### src/ncr_pkg.sv
`default_nettype none
package ncr_pkg;

    localparam int MAX_RESERVOIRS = 8;
    localparam int MAX_SUBSTEPS   = 64;
    localparam int RES_IW         = (MAX_RESERVOIRS > 1) ? $clog2(MAX_RESERVOIRS) : 1;
    localparam int SUB_IW         = $clog2(MAX_SUBSTEPS);

    localparam int Q_W    = 32;
    localparam int GAIN_W = 20;
    localparam int NSUB_W = 7;
    localparam int NRES_W = 4;
    localparam int REL_W  = 36;
    localparam int CFG_IW = 2;

    // Configuration register indexes.
    localparam logic [CFG_IW-1:0] CFG_SUBSTEP_GAIN    = 2'd0;
    localparam logic [CFG_IW-1:0] CFG_SUBSTEP_COUNT   = 2'd1;
    localparam logic [CFG_IW-1:0] CFG_RESERVOIR_COUNT = 2'd2;

    localparam logic [GAIN_W-1:0] GAIN_RESET = 20'd65536;
    localparam logic [NSUB_W-1:0] NSUB_RESET = 7'd1;
    localparam logic [NRES_W-1:0] NRES_RESET = 4'd2;

    typedef logic [RES_IW-1:0] t_idx;
    typedef logic [SUB_IW-1:0] t_sub;
    typedef logic [3:0]        t_pc;

    // Program addresses.
    localparam t_pc PC_WAIT    = 4'd0;
    localparam t_pc PC_LOAD    = 4'd1;
    localparam t_pc PC_READ    = 4'd2;
    localparam t_pc PC_MUL     = 4'd3;
    localparam t_pc PC_SUB     = 4'd4;
    localparam t_pc PC_ADDNEXT = 4'd5;
    localparam t_pc PC_ADV     = 4'd6;
    localparam t_pc PC_ADDOUT  = 4'd7;
    localparam t_pc PC_EMIT    = 4'd8;

    typedef enum logic [3:0] {
        DP_NONE,
        DP_ACCEPT,
        DP_LOAD,
        DP_READ,
        DP_MUL,
        DP_SUB,
        DP_ADD_NEXT,
        DP_ADD_OUT,
        DP_EMIT
    } t_dp_op;

    typedef enum logic [2:0] {
        C_NEXT,
        C_JUMP,
        C_NO_IN,
        C_ZERO,
        C_LAST,
        C_BUSY,
        C_LOOP
    } t_cond;

    typedef struct packed {
        t_dp_op dp;
        t_cond  cond;
        t_pc    target;
    } t_uword;

    typedef struct packed {
        t_dp_op dp;
        t_idx   idx;
        logic   in_acc;
    } t_ctrl;

    typedef struct packed {
        logic zero;
        logic out_busy;
    } t_stat;

    typedef struct packed {
        t_idx nres_last;
        t_sub nsub_last;
    } t_limits;

endpackage
`default_nettype wire

### src/nash_cascade_router.sv
// Channel  Handshake                 Payload
// in       i_in_valid / o_in_stall   i_runoff_depth[31:0]
// out      o_out_valid / i_out_stall o_channel_outflow[31:0], o_saturated
// cfg      i_cfg_we                  i_cfg_index[1:0], i_cfg_data[19:0]
//
// One beat is processed by a microprogram loop over substeps and reservoirs,
// up to 64 x 8, sharing one multiplier and one read port; an empty reservoir
// skips the multiply, subtract and add steps.
// Synchronous active-low reset clears storage, counters and output valid flag.
// The output register holds a result under stall; the next beat is accepted
// meanwhile and its result waits in the emit step until that clears.
`default_nettype none
module nash_cascade_router (
    input  wire                         i_clk,
    input  wire                         i_rst_n,
    input  wire                         i_cfg_we,
    input  wire  [ncr_pkg::CFG_IW-1:0]  i_cfg_index,
    input  wire  [ncr_pkg::GAIN_W-1:0]  i_cfg_data,
    input  wire                         i_in_valid,
    output logic                        o_in_stall,
    input  wire  [ncr_pkg::Q_W-1:0]     i_runoff_depth,
    output logic                        o_out_valid,
    input  wire                         i_out_stall,
    output logic [ncr_pkg::Q_W-1:0]     o_channel_outflow,
    output logic                        o_saturated
);
    import ncr_pkg::*;

    t_ctrl   ctrl;
    t_stat   stat;
    t_limits lim;

    ncr_sequencer u_seq (
        .i_clk      (i_clk),
        .i_rst_n    (i_rst_n),
        .i_in_valid (i_in_valid),
        .i_stat     (stat),
        .i_lim      (lim),
        .o_ctrl     (ctrl),
        .o_in_stall (o_in_stall)
    );

    ncr_datapath u_dp (
        .i_clk             (i_clk),
        .i_rst_n           (i_rst_n),
        .i_cfg_we          (i_cfg_we),
        .i_cfg_index       (i_cfg_index),
        .i_cfg_data        (i_cfg_data),
        .i_ctrl            (ctrl),
        .i_runoff_depth    (i_runoff_depth),
        .i_out_stall       (i_out_stall),
        .o_stat            (stat),
        .o_lim             (lim),
        .o_out_valid       (o_out_valid),
        .o_channel_outflow (o_channel_outflow),
        .o_saturated       (o_saturated)
    );

endmodule
`default_nettype wire

### src/ncr_sequencer.sv
`default_nettype none
module ncr_sequencer (
    input  wire              i_clk,
    input  wire              i_rst_n,
    input  wire              i_in_valid,
    input  ncr_pkg::t_stat   i_stat,
    input  ncr_pkg::t_limits i_lim,
    output ncr_pkg::t_ctrl   o_ctrl,
    output logic             o_in_stall
);
    import ncr_pkg::*;

    t_pc    r_pc, n_pc;
    t_idx   r_idx, n_idx;
    t_sub   r_ts, n_ts;
    t_uword uw;

    // Microprogram: one control word per step.
    function automatic t_uword rom(input t_pc pc);
        t_uword w;
        unique case (pc)
            PC_WAIT:    w = '{DP_ACCEPT,   C_NO_IN, PC_WAIT};
            PC_LOAD:    w = '{DP_LOAD,     C_NEXT,  PC_WAIT};
            PC_READ:    w = '{DP_READ,     C_ZERO,  PC_ADV};
            PC_MUL:     w = '{DP_MUL,      C_NEXT,  PC_WAIT};
            PC_SUB:     w = '{DP_SUB,      C_LAST,  PC_ADDOUT};
            PC_ADDNEXT: w = '{DP_ADD_NEXT, C_LOOP,  PC_WAIT};
            PC_ADV:     w = '{DP_NONE,     C_LOOP,  PC_WAIT};
            PC_ADDOUT:  w = '{DP_ADD_OUT,  C_LOOP,  PC_WAIT};
            PC_EMIT:    w = '{DP_EMIT,     C_BUSY,  PC_WAIT};
            default:    w = '{DP_NONE,     C_JUMP,  PC_WAIT};
        endcase
        return w;
    endfunction

    assign uw         = rom(r_pc);
    assign o_in_stall = !i_rst_n || (r_pc != PC_WAIT);
    assign o_ctrl     = '{uw.dp, r_idx, i_in_valid && (r_pc == PC_WAIT)};

    always_comb begin
        n_pc  = r_pc + 4'd1;
        n_idx = r_idx;
        n_ts  = r_ts;
        unique case (uw.cond)
            C_NEXT: n_pc = r_pc + 4'd1;
            C_JUMP: n_pc = uw.target;
            C_NO_IN: begin
                if (!i_in_valid) n_pc = uw.target;
            end
            C_ZERO: begin
                if (i_stat.zero) n_pc = uw.target;
            end
            C_LAST: begin
                if (r_idx == i_lim.nres_last) n_pc = uw.target;
            end
            C_BUSY: begin
                n_pc = i_stat.out_busy ? r_pc : uw.target;
            end
            C_LOOP: begin
                // Next reservoir, then next substep, then hand the result over.
                if (r_idx != i_lim.nres_last) begin
                    n_idx = r_idx + 1'b1;
                    n_pc  = PC_READ;
                end else begin
                    n_idx = '0;
                    if (r_ts != i_lim.nsub_last) begin
                        n_ts = r_ts + 1'b1;
                        n_pc = PC_READ;
                    end else begin
                        n_ts = '0;
                        n_pc = PC_EMIT;
                    end
                end
            end
            default: n_pc = PC_WAIT;
        endcase
    end

    always_ff @(posedge i_clk) begin
        if (!i_rst_n) begin
            r_pc  <= PC_WAIT;
            r_idx <= '0;
            r_ts  <= '0;
        end else begin
            r_pc  <= n_pc;
            r_idx <= n_idx;
            r_ts  <= n_ts;
        end
    end

endmodule
`default_nettype wire

### src/ncr_datapath.sv
`default_nettype none
module ncr_datapath (
    input  wire                          i_clk,
    input  wire                          i_rst_n,
    input  wire                          i_cfg_we,
    input  wire  [ncr_pkg::CFG_IW-1:0]   i_cfg_index,
    input  wire  [ncr_pkg::GAIN_W-1:0]   i_cfg_data,
    input  ncr_pkg::t_ctrl               i_ctrl,
    input  wire  [ncr_pkg::Q_W-1:0]      i_runoff_depth,
    input  wire                          i_out_stall,
    output ncr_pkg::t_stat               o_stat,
    output ncr_pkg::t_limits             o_lim,
    output logic                         o_out_valid,
    output logic [ncr_pkg::Q_W-1:0]      o_channel_outflow,
    output logic                         o_saturated
);
    import ncr_pkg::*;

    logic [GAIN_W-1:0] r_gain;
    logic [NSUB_W-1:0] r_nsub;
    logic [NRES_W-1:0] r_nres;

    logic [Q_W-1:0]   r_stor [MAX_RESERVOIRS];
    logic [Q_W-1:0]   r_run, r_s, r_a, r_ds, r_total;
    logic [REL_W-1:0] r_rel;
    logic             r_sat;
    logic             r_out_valid;
    logic [Q_W-1:0]   r_out_data;
    logic             r_out_sat;

    t_idx             rd_addr, idx_p1;
    logic [Q_W-1:0]   rd_data, ds, sub_res;
    logic [Q_W:0]     sum_in, sum_next;
    logic [REL_W:0]   sum_out;
    logic [51:0]      prod;
    logic             out_busy;
    int               nres_eff, nsub_eff;

    // Clamp the counts to their legal ranges.
    always_comb begin
        nres_eff = int'(r_nres);
        if (nres_eff == 0) nres_eff = 1;
        if (nres_eff > MAX_RESERVOIRS) nres_eff = MAX_RESERVOIRS;
        nsub_eff = int'(r_nsub);
        if (nsub_eff == 0) nsub_eff = 1;
        if (nsub_eff > MAX_SUBSTEPS) nsub_eff = MAX_SUBSTEPS;
    end

    assign o_lim.nres_last = RES_IW'(nres_eff - 1);
    assign o_lim.nsub_last = SUB_IW'(nsub_eff - 1);

    // One read port: the reservoir itself, its successor during the update, or reservoir 0 during the load.
    assign idx_p1 = i_ctrl.idx + 1'b1;
    always_comb begin
        unique case (i_ctrl.dp)
            DP_LOAD: rd_addr = '0;
            DP_SUB:  rd_addr = idx_p1;
            default: rd_addr = i_ctrl.idx;
        endcase
    end
    assign rd_data = r_stor[rd_addr];

    assign prod     = {20'd0, r_s} * {32'd0, r_gain};
    assign ds       = (r_rel < {4'd0, r_s}) ? r_rel[Q_W-1:0] : r_s;
    assign sub_res  = r_s - ds;
    assign sum_in   = {1'b0, rd_data} + {1'b0, r_run};
    assign sum_next = {1'b0, r_a} + {1'b0, r_ds};
    assign sum_out  = {5'd0, r_total} + {1'b0, r_rel};

    assign out_busy        = r_out_valid && i_out_stall;
    assign o_stat.zero     = (rd_data == '0);
    assign o_stat.out_busy = out_busy;

    always_ff @(posedge i_clk) begin
        if (!i_rst_n) begin
            r_gain <= GAIN_RESET;
            r_nsub <= NSUB_RESET;
            r_nres <= NRES_RESET;
        end else if (i_cfg_we) begin
            unique case (i_cfg_index)
                CFG_SUBSTEP_GAIN:    r_gain <= i_cfg_data;
                CFG_SUBSTEP_COUNT:   r_nsub <= i_cfg_data[NSUB_W-1:0];
                CFG_RESERVOIR_COUNT: r_nres <= i_cfg_data[NRES_W-1:0];
                default: ;
            endcase
        end
    end

    always_ff @(posedge i_clk) begin
        if (!i_rst_n) begin
            for (int k = 0; k < MAX_RESERVOIRS; k++) r_stor[k] <= '0;
            r_sat       <= 1'b0;
            r_total     <= '0;
            r_out_valid <= 1'b0;
        end else begin
            unique case (i_ctrl.dp)
                DP_ACCEPT: begin
                    if (i_ctrl.in_acc) begin
                        r_run   <= i_runoff_depth;
                        r_total <= '0;
                        r_sat   <= 1'b0;
                    end
                end
                DP_LOAD: begin
                    if (sum_in[Q_W]) begin
                        r_stor[0] <= '1;
                        r_sat     <= 1'b1;
                    end else begin
                        r_stor[0] <= sum_in[Q_W-1:0];
                    end
                end
                DP_READ: r_s <= rd_data;
                DP_MUL:  r_rel <= prod[51:16];
                DP_SUB: begin
                    r_stor[i_ctrl.idx] <= sub_res;
                    r_ds               <= ds;
                    r_a                <= rd_data;
                end
                DP_ADD_NEXT: begin
                    if (sum_next[Q_W]) begin
                        r_stor[idx_p1] <= '1;
                        r_sat          <= 1'b1;
                    end else begin
                        r_stor[idx_p1] <= sum_next[Q_W-1:0];
                    end
                end
                DP_ADD_OUT: begin
                    if (sum_out[REL_W:Q_W] != '0) begin
                        r_total <= '1;
                        r_sat   <= 1'b1;
                    end else begin
                        r_total <= sum_out[Q_W-1:0];
                    end
                end
                DP_EMIT, DP_NONE: ;
                default: ;
            endcase

            if (i_ctrl.dp == DP_EMIT && !out_busy) begin
                r_out_valid <= 1'b1;
                r_out_data  <= r_total;
                r_out_sat   <= r_sat;
            end else if (r_out_valid && !i_out_stall) begin
                r_out_valid <= 1'b0;
            end
        end
    end

    assign o_out_valid       = r_out_valid;
    assign o_channel_outflow = r_out_data;
    assign o_saturated       = r_out_sat;

endmodule
`default_nettype wire

### config.mk
export PLATFORM = sky130hd
export DESIGN_NAME = nash_cascade_router
export DESIGN_NICKNAME = d
export VERILOG_FILES = /design/src/ncr_pkg.sv /design/src/nash_cascade_router.sv /design/src/ncr_sequencer.sv /design/src/ncr_datapath.sv
export SDC_FILE = /design/constraint.sdc
export NUM_CORES = 2
export LEC_CHECK = 0
export ABC_AREA = 1
export BUFFER_PORTS_ARGS = -buffer_cell sky130_fd_sc_hd__buf_2
export CAP_MARGIN = 20
export CORE_ASPECT_RATIO = 0.9
export CORE_MARGIN = 2
export CORE_UTILIZATION = 55
export CTS_BUF_LIST = sky130_fd_sc_hd__clkbuf_2
export CTS_CLUSTER_SIZE = 25
export DETAILED_ROUTE_END_ITERATION = 10
export PLACE_DENSITY_LB_ADDON = 0.05
export SLEW_MARGIN = 40
export SYNTH_ARGS = -nofsm -noshare
export SYNTH_HDL_FRONTEND = slang
export SYNTH_SLANG_ARGS = --single-unit
### constraint.sdc
create_clock -name i_clk -period 7.25 [get_ports i_clk]
set_input_delay 1.0875 -clock i_clk [delete_from_list [all_inputs] [get_ports i_clk]]
set_output_delay 1.0875 -clock i_clk [all_outputs]
set_load 0.05 [all_outputs]
==> flow_summary.json <==
{
  "die-area_mm2": 0.0960,
  "hold_class": "input pin to register",
  "antenna_left": 0,
  "post-route-drc-count": 0,
  "cts_buffers": 151,
  "grt_pass1_vias": 41700,
  "htree_levels": 4,
  "die_y_um": 294,
  "antenna_found_initial": 6,
  "dpl.cell_count": 7579,
  "vias_per_cell": 5.40,
  "post-place-ws_ps": 153,
  "worstMarginPinSlew_ps": 1010,
  "power_leakage_uw": 0.0292,
  "ir_drop_v": 0.000443,
  "grt_max_degree": 78,
  "std_cell_rows": 106,
  "synth_top_area_frac": 0.264,
  "layout.cells.non_filler": 7935,
  "clockBufferDepth": 3,
  "io_buffers": 93,
  "synth_top_area_cell": "edfxtp_1",
  "num_vias": 42900,
  "routabilityCongestion": 0.987,
  "clk_pin_slew_worst_paths_ps": 120,
  "grt_overflow": 0,
  "critPathRequiredTime_ps": 8370,
  "post-route-min-period_ps": 7070,
  "area_growth_pct": 9.75,
  "arrival_ps": 8190,
  "start_kind": "register",
  "async_reset_ff_frac": 0,
  "synthCells": 6303,
  "p_per_area_mw_per_mm2": 367,
  "ys_seq_elements": 540,
  "hold_viol": 0,
  "start_util": 0.554,
  "place_hpwl_um": 121000,
  "clockRootBuffer": "clkbuf_2",
  "slew_headroom": 0.327,
  "cts_sinks": 540,
  "drt_iter0_drc": 4276,
  "synth_warnings": 0,
  "synth_area_leaders": "edfxtp_1 26%, fa_1 21%, inv_1 10%",
  "die_w_um": 326,
  "synth-main-ff-cell": "edfxtp_1",
  "finalMaxSlewViolations": 0,
  "totalWireLength_um": 159000,
  "wl_per_cell_um": 20.1,
  "n_fill_cell": 8554,
  "worst-path-max-fanout": 11,
  "rsz0062_at_grt": "true",
  "syn_area_per_cell_um2": 8.17,
  "fmax_mhz": 141,
  "fp.coreArea_mm2": 0.0928,
  "setup_viol": 0,
  "yosysSeqAreaShare": 0.298,
  "clk_latency_ps": 1520,
  "fin_nets": 7489,
  "drtPass1Iterations": 8,
  "fin_skew_ps": 163,
  "syn_nets": 7228,
  "period_share": 0.975,
  "criticalPathCategory": "register to register",
  "post-route-util": 0.608,
  "endpoint_kind": "register",
  "cts_tree": "yes",
  "synth-edff-count": 453,
  "status": "finished, final reports clean",
  "grt_usage": 0.336,
  "io_pins": 94,
  "drive_gt1_frac": 0.0941,
  "maxCapViolCount": 0,
  "synth_area_mm2": 0.0515,
  "ys_types": 56,
  "grt_pass1_wl_um": 246000,
  "worst_slack_ps": 180
}
==> placed cells by master, fill, tap and decap left out, types with 82 or more instances in the layout <==
cell type,n
clkbuf_2,212
edfxtp_1,453
fa_1,539
xor2_1,82
a21oi_1,330
nand3_1,286
buf_2,93
inv_1,1434
ha_1,327
o21ai_0,237
nand2_1,1377
buf_4,198
nor2_1,492
==> stage by stage <==
stage	total power [uW]	hold WS, ps	setup TNS, ps	instance area, um2
5_1_grt	22400	43.7	-78.3	56500
4_1_cts	20500	2.64	0	56200
3_5_place_dp	17900	459	0	54200
6_report	20700	79.5	0	56500
3_3_place_gp	17900	457	0	54100
2_1_floorplan	13200	409	0	51500
==> flip-flops by register name, indices dropped and copies added, names as in the netlist, 3 cells and up <==
register	count
u_dp.r_stor	256
u_seq.uw	9
u_dp.r_rel	36
u_dp.r_gain	20
u_dp.r_run	32
u_dp.r_nres	4
u_dp.r_nsub	7
u_dp.r_s	32
u_dp.r_total	32
u_dp.o_channel_outflow	32
u_seq.r_idx	3
u_seq.r_pc	4
u_dp.r_ds	32
u_seq.r_ts	6
u_dp.r_a	32
==> path summary, 6_finish.rpt <==
kind,from,endpoint,slack (ps),cells past startpoint
max,u_dp.r_s[10],u_dp.r_rel[34],180,25
min,i_cfg_index[1],u_dp.r_nsub[4],80,4
max reg2reg,u_dp.r_s[10],u_dp.r_rel[34],180,25
min reg2reg,u_dp.r_sat,u_dp.o_saturated,440,0
==> cell families (layout without fill, tap and decap cells) <==
| group | Yosys count | count (layout) | synth area share |
|---|---|---|---|
| adders and majority gates | 866 | 866 | 0.289 |
| other | 0 | 10 | 0 |
| buffers and inverters | 1697 | 2077 | 0.126 |
| and+or+nand+nor | 2312 | 2312 | 0.183 |
| AOI/OAI and AO/OA | 745 | 745 | 0.0801 |
| DFF | 540 | 540 | 0.298 |
| xor gates and xnor gates | 141 | 141 | 0.0240 |
| muxes | 2 | 2 | 0.000389 |
==> cell usage after synthesis, drive strengths merged, types with 4 or more instances <==
cell,n
xnor2,59
dfxtp,87
clkbuf,199
and2,9
inv,1441
a21oi,335
nand4,24
fa,539
a21boi,11
nor3,35
o211ai,15
nor4,9
nand3b,27
o21bai,8
o221ai,5
a31oi,25
buf,56
xor2,82
a21o,12
a221oi,11
nand3,291
a22oi,11
o22ai,4
nor2,504
ha,327
or2,14
o21ai,257
o21a,28
nand2,1395
edfxtp,453
o31ai,9
==> repair_timing <==
item	in CTS	in global routing
resized for setup	1	18
endpoints found under the hold margin	57	0
hold buffers	53	0
setup endpoints to repair	1	17
buffers inserted	0	20
==> cell type report <==
cell class	count	area (um2)	share of cell area
well taps	1242	1550	0.0275
diodes	10	25.0	0.000443
multi-input cells	4066	29800	0.528
clock inverters	60	389	0.00689
inverters	1442	5410	0.0958
repair buffers	363	2860	0.0506
clock buffers	212	1060	0.0188
flip-flops and latches	540	15400	0.272
==> layer usage <==
layer  share of wire  global-route usage
met5        0.000088                   0
met4           0.026              0.0891
met3           0.085              0.0607
met2            0.45               0.525
met1            0.44               0.483
==> power by group <==
group | internal, uW | switching [uW] | total [uW]
Clock | 932 | 1490 | 2430
Sequential | 4090 | 317 | 4400
Combinational | 4770 | 9150 | 13900
Total | 9780 | 11000 | 20700
==> critical path: stages (launching register included) <==
cell and delay, ps:
edfxtp_1 480, buf_12 190, nand2_1 70, inv_1 50, fa_1 500, fa_1 530
inv_1 50, fa_1 470, inv_1 50, fa_1 500, inv_1 50, fa_1 520
inv_1 50, fa_1 490, fa_1 420, ha_1 360, buf_4 130, nand2_1 120
inv_1 150, a21oi_1 90, o21ai_0 350, a221o_1 480, nand3_1 120, nand2_1 170
a21oi_1 100, xor2_1 150
Power figures use the tool's default switching activity.
